==> src/rtl/core/b31enc_pkg.sv <==
// ----------------------------------------------------------------------------
// Base-31 number encoder package
// Shared widths, character constants and the digit arithmetic helpers that
// the base-31 encoder stages use.
// ----------------------------------------------------------------------------
package b31enc_pkg;

   localparam int VALUE_WIDTH_DEF = 32;
   localparam int DIGIT_WIDTH     = 5;
   localparam int CHAR_WIDTH      = 7;
   localparam int SUM_WIDTH       = 10;

   // log2(31) scaled by 10000, used to size the digit count at elaboration.
   localparam int Log2BaseX10k = 49542;

   typedef logic [DIGIT_WIDTH-1:0] digit_type;
   typedef logic [CHAR_WIDTH-1:0]  char_type;
   typedef logic [SUM_WIDTH-1:0]   sum_type;

   localparam char_type CHAR_ZERO    = 7'd48;   // '0'
   localparam char_type CHAR_UPPER_A = 7'd65;   // 'A'
   localparam char_type CHAR_UPPER_V = 7'd86;   // 'V'
   localparam char_type CHAR_LOWER_A = 7'd97;   // 'a'

   localparam digit_type DECIMAL_COUNT  = 5'd10;
   localparam digit_type UPPER_CONT_CNT = 5'd5;

   // Since 32 is 1 modulo 31, a sum of base-32 chunks folds to the same residue.
   function automatic digit_type mod31(input sum_type s);
      logic [5:0] t;
      t = {1'b0, s[9:5]} + {1'b0, s[4:0]};
      if (t >= 6'd62) begin
         return DIGIT_WIDTH'(t - 6'd62);
      end else if (t >= 6'd31) begin
         return DIGIT_WIDTH'(t - 6'd31);
      end else begin
         return DIGIT_WIDTH'(t);
      end
   endfunction

   // Quotient of (rem * 32 + chunk) / 31 for rem below 31, as ((n + 1) * 33) >> 10.
   function automatic digit_type div31_step(input digit_type rem, input digit_type chunk);
      logic [10:0] m;
      logic [15:0] p;
      m = {1'b0, rem, chunk} + 11'd1;
      p = {m, 5'b0} + 16'(m);
      return p[14:10];
   endfunction

   function automatic char_type terminal_char(input digit_type d);
      if (d < DECIMAL_COUNT) begin
         return CHAR_ZERO + CHAR_WIDTH'(d);
      end else begin
         return CHAR_UPPER_A + CHAR_WIDTH'(d - DECIMAL_COUNT);
      end
   endfunction

   function automatic char_type continue_char(input digit_type d);
      if (d < UPPER_CONT_CNT) begin
         return CHAR_UPPER_V + CHAR_WIDTH'(d);
      end else begin
         return CHAR_LOWER_A + CHAR_WIDTH'(d - UPPER_CONT_CNT);
      end
   endfunction

endpackage

==> src/rtl/core/b31enc_digit_stage.sv <==
// ----------------------------------------------------------------------------
// Base-31 digit stage
// One pipeline stage: divides its value by 31, records the remainder as digit
// STAGE_INDEX and registers the quotient for the next stage.
// ----------------------------------------------------------------------------
module b31enc_digit_stage import b31enc_pkg::*; #(
   parameter int VALUE_WIDTH = VALUE_WIDTH_DEF,
   parameter int NUM_DIGITS  = 7,
   parameter int STAGE_INDEX = 0
) (
   input  logic                              clock,
   input  logic                              reset,
   input  logic                              up_valid,
   output logic                              up_ready,
   input  logic [VALUE_WIDTH-1:0]            up_value,
   input  logic [NUM_DIGITS-1:0][DIGIT_WIDTH-1:0] up_digits,
   output logic                              dn_valid,
   input  logic                              dn_ready,
   output logic [VALUE_WIDTH-1:0]            dn_value,
   output logic [NUM_DIGITS-1:0][DIGIT_WIDTH-1:0] dn_digits
);

   localparam int NUM_CHUNKS = (VALUE_WIDTH + DIGIT_WIDTH - 1) / DIGIT_WIDTH;
   localparam int PAD_WIDTH  = NUM_CHUNKS * DIGIT_WIDTH;

   logic [PAD_WIDTH-1:0] padded;
   logic [PAD_WIDTH-1:0] quotient;
   sum_type              prefix_sum [NUM_CHUNKS];
   sum_type              total_sum;

   logic                                   valid_ff, valid_in;
   logic [VALUE_WIDTH-1:0]                 value_ff, value_in;
   logic [NUM_DIGITS-1:0][DIGIT_WIDTH-1:0] digits_ff, digits_in;

   // Long division in base 32. The remainder ahead of each chunk is the sum of
   // the chunks above it folded modulo 31, so every chunk works independently.
   always_comb begin
      padded    = PAD_WIDTH'(up_value);
      total_sum = '0;
      for (int i = 0; i < NUM_CHUNKS; i++) begin
         total_sum = total_sum + SUM_WIDTH'(padded[i*DIGIT_WIDTH +: DIGIT_WIDTH]);
      end
      for (int i = 0; i < NUM_CHUNKS; i++) begin
         prefix_sum[i] = '0;
         for (int j = i + 1; j < NUM_CHUNKS; j++) begin
            prefix_sum[i] = prefix_sum[i] + SUM_WIDTH'(padded[j*DIGIT_WIDTH +: DIGIT_WIDTH]);
         end
         quotient[i*DIGIT_WIDTH +: DIGIT_WIDTH] =
            div31_step(mod31(prefix_sum[i]), padded[i*DIGIT_WIDTH +: DIGIT_WIDTH]);
      end
   end

   always_comb begin
      digits_in              = up_digits;
      digits_in[STAGE_INDEX] = mod31(total_sum);
      value_in               = quotient[VALUE_WIDTH-1:0];
   end

   assign up_ready = !valid_ff || dn_ready;
   assign valid_in = up_ready ? up_valid : valid_ff;

   always_ff @(posedge clock) begin
      if (reset) begin
         valid_ff <= 1'b0;
      end else begin
         valid_ff <= valid_in;
      end
   end

   always_ff @(posedge clock) begin
      if (up_ready && up_valid) begin
         value_ff  <= value_in;
         digits_ff <= digits_in;
      end
   end

   assign dn_valid  = valid_ff;
   assign dn_value  = value_ff;
   assign dn_digits = digits_ff;

endmodule

==> config.mk <==
export PLATFORM = sky130hd
export DESIGN_NAME = b31enc_digit_stage
export DESIGN_NICKNAME = d
export VERILOG_FILES = /design/src/rtl/core/b31enc_pkg.sv /design/src/rtl/core/b31enc_digit_stage.sv
export SDC_FILE = /design/constraint.sdc
export NUM_CORES = 1
export LEC_CHECK = 0
export BUFFER_PORTS_ARGS = -buffer_cell sky130_fd_sc_hd__buf_4
export CAP_MARGIN = 30
export CELL_PAD_IN_SITES_DETAIL_PLACEMENT = 0
export CELL_PAD_IN_SITES_GLOBAL_PLACEMENT = 1
export CORE_MARGIN = 10
export CORE_UTILIZATION = 41
export CTS_CLUSTER_DIAMETER = 150
export DETAILED_ROUTE_END_ITERATION = 6
export PLACE_DENSITY_LB_ADDON = 0.1
export SLEW_MARGIN = 20
export SYNTH_ARGS = -nofsm -noshare
export SYNTH_HDL_FRONTEND = slang
export SYNTH_SLANG_ARGS = --single-unit
==> constraint.sdc <==
create_clock -name clock -period 9.1 [get_ports clock]
set_input_delay 1.82 -clock clock [delete_from_list [all_inputs] [get_ports clock]]
set_output_delay 1.82 -clock clock [all_outputs]
set_load 0.005 [all_outputs]
==> impl_metrics.csv <==
group,metric,value,unit
run_status,outcome,"completed",
power,vdd_drop_max,209.8,uV
drt,dr.pass1.iters,5,
timing,setup_violations,0,
setup_path,ff2ff_setup_slack,7.38,ns
die,die_y,160.6,um
setup_path,rr_startpoint,"dn_valid",
timing,min_period_over_period,94.75,%
clock_tree,clk_pin_slew,0.06,ns
final_layout,area_growth,23.46,%
setup_path,worstSetupPathType,"primary input to flop",
final_layout,finalNetCount,1229,
grt,antenna_found_initial,0,
yosys,synthDominantCellAreaShare,23.71,%
setup_path,cp.arrival,8.72,ns
grt,grt_pass1_vias,6559,
drt,drt_iter0_drc,383,
drt,wl_per_cell,16.18,um
grt,overflow,0,
placement,dp_worst_setup_slack,0.01383,ns
yosys,async_reset_ff_share,0,%
yosys,ys.warnings.count,0,
clock_tree,clock_latency,0.35,ns
timing,fin_ws,0.4776,ns
drt,post_drt_via_cell_ratio,5.086,
setup_path,r2r.worst_path.cells,3,
grt,grt_max_degree,60,
clock_tree,cts-root-buf,"clkbuf_16",
power,power,3.959,mW
die,core,0.01946,sq mm
drt,vias,6470,
drt,drc,0,
final_layout,diodes,0,
worst_hold_path,whs_path_depth,2,
yosys,avgSynthCellArea,9.789,sq um
drt,antenna_left,0,
yosys,ys_types,78,
final_layout,fin_cells,1272,
placement,port_buffers,131,
job,maxCapViolations,0,
timing,fin_tns_setup,0,ns
clock_tree,htreeDepth,3,
clock_tree,postCtsSetupBuffers,0,
timing,worst_pin_slew,0.8215,ns
timing,grt_setup_unrepaired,"no",
yosys,synth_most_common_cell,"inv_1",
timing,finClkSkew,0.01439,ns
clock_tree,cts_buffers,9,
clock_tree,clock_sinks,65,
timing,clock.fmax,116.0,MHz
final_layout,utilization,51.42,%
drt,wirelength,20.59,mm
clock_tree,cts_buffer_depth,2,
die,rows,51,
placement,dp_cells,1257,
worst_hold_path,hp-start,"dn_valid",
die,io_pins,140,
final_layout,drive_gt1_share,21.25,%
yosys,yosysTopAreaCell,"edfxtp_1",
yosys,synthTopCellsByCount,"inv_1 (97), ha_1 (92), xnor2_1 (76)",
worst_hold_path,hold_class,"flop to flop",
setup_path,start_kind,"primary input",
setup_path,reg2reg_to,"dn_digits[8]",
die,start_util,41.65,%
yosys,yosys-top-cells-area,"edfxtp_1 (24%), fa_1 (16%), ha_1 (14%)",
power,powerDensity,395.6,mW/mm^2
timing,period_needed,8.622,ns
placement,dp_hpwl,17.33,mm
yosys,synth_edf_count,64,
power,p_leak,4.459,nW
worst_hold_path,hold_end,"dn_valid",
die,die-width,160.6,um
setup_path,cp_max_fo,4,
setup_path,worst_path_max_delay_cell,"fa_1",
timing,slew_headroom,44.37,%
setup_path,max_stage_delay,0.55,ns
grt,grt_pass1_wl,34.03,mm
clock_tree,cts_tree,"done",
setup_path,path_common_cell,"inv_1",
placement,place_congestion,0.8543,
yosys,synthCells,828,
die,die-area,0.02579,sq mm
timing,hold_violations,0,
grt,track_usage,16.21,%
yosys,syn_area,0.008105,sq mm
yosys,ys_seq_area_share,23.96,%
timing,report.final.slew_viol_count,0,
setup_path,crit_required,9.19,ns
yosys,ys.flop_type,"edfxtp_1",
yosys,ys_ff_latch,65,
setup_path,crit_path_end_kind,"flop",
power by group:
group	switching [mW]	total, mW	internal [mW]
combinational	1.63	3.06	1.43
clock	0.140	0.377	0.237
sequential	0.0187	0.525	0.506
total	1.79	3.96	2.17
sequential cells by signal (all words and copies together) (netlist names):
| register | cells |
|---|---|
| dn_valid | 1 |
| dn_digits | 35 |
| dn_value | 29 |
worst max-delay path by stage:
stage	from	to	slack, ns	depth (start not counted)
floorplan	up_value[7]	dn_value[4]	0.12	29
global placement	up_value[12]	dn_value[4]	-0.002	30
detailed placement	up_value[5]	dn_value[4]	0.01	30
CTS	up_value[5]	dn_value[4]	0.33	30
global route	up_value[6]	dn_value[4]	0.02	31
finish	up_value[6]	dn_value[4]	0.48	31
worst max-delay path: cells and delay by family:
kind	cells	cell delay, ns
adders and majority gates	8	3.09
AOI/OAI and AO/OA	9	1.89
and+or+nand+nor	5	0.85
buffers and inverters	6	0.40
muxes	1	0.38
xor gates and xnor gates	2	0.31
logic make-up after synthesis:
group,share of synthesized area [%]
buffers and inverters,5.048
XOR/XNOR,12.44
flip-flops,23.96
multiplexers,0.6483
other,0.04627
adder cells (fa/ha/maj),29.76
AO/OA/AOI/OAI,13.43
AND/OR/NAND/NOR,14.66
area by class of cell:
| class | instances | area (sq um) |
|---|---|---|
| clock buffers | 9 | 225.2 |
| clock inverters | 6 | 83.83 |
| fillers | 1883 | 9455 |
| inverters | 97 | 364.1 |
| multi-input cells | 661 | 5792 |
| flip-flops and latches | 65 | 1942 |
| well taps | 265 | 331.6 |
| repair buffers | 169 | 1269 |
routing by layer:
metal | share of wire [%] | GRT usage, % | up-vias
met1 | 48 | 21.39 | 3044
met3 | 5.7 | 3.451 | 9
li1 | - | - | 3258
met5 | 0 | 0 | -
met2 | 46 | 26.69 | 159
met4 | 0.76 | 3.506 | 0
cells in the final DEF, fill, tap and decap left out, types with 9 or more instances in the layout:
cell type and n:
buf_4 169, inv_1 97, ha_1 91, xnor2_1 76, edfxtp_1 64, fa_1 63, nor2_1 53, nand2_1 48
nand3_1 36, a21oi_1 33, xor2_1 30, o21ai_0 21, o21a_1 17, a21o_1 15, nor3_1 15, nor2b_1 14
nand4_1 9, clkbuf_16 9
per-stage QoR:
stage / hold slack, ns / area (sq um)
6_report: 0.5175 / 10010
5_1_grt: 0.5379 / 10010
4_1_cts: 0.5264 / 9982
3_5_place_dp: 0.5194 / 9673
3_3_place_gp: 0.5110 / 9673
2_1_floorplan: 0.5225 / 8117
timing repair:
item,CTS,global route
endpoints found under the hold margin,0,0
hold buffers,0,0
setup endpoints to repair,0,4
gates resized for setup,0,6
(Power assumes the default switching activity.)
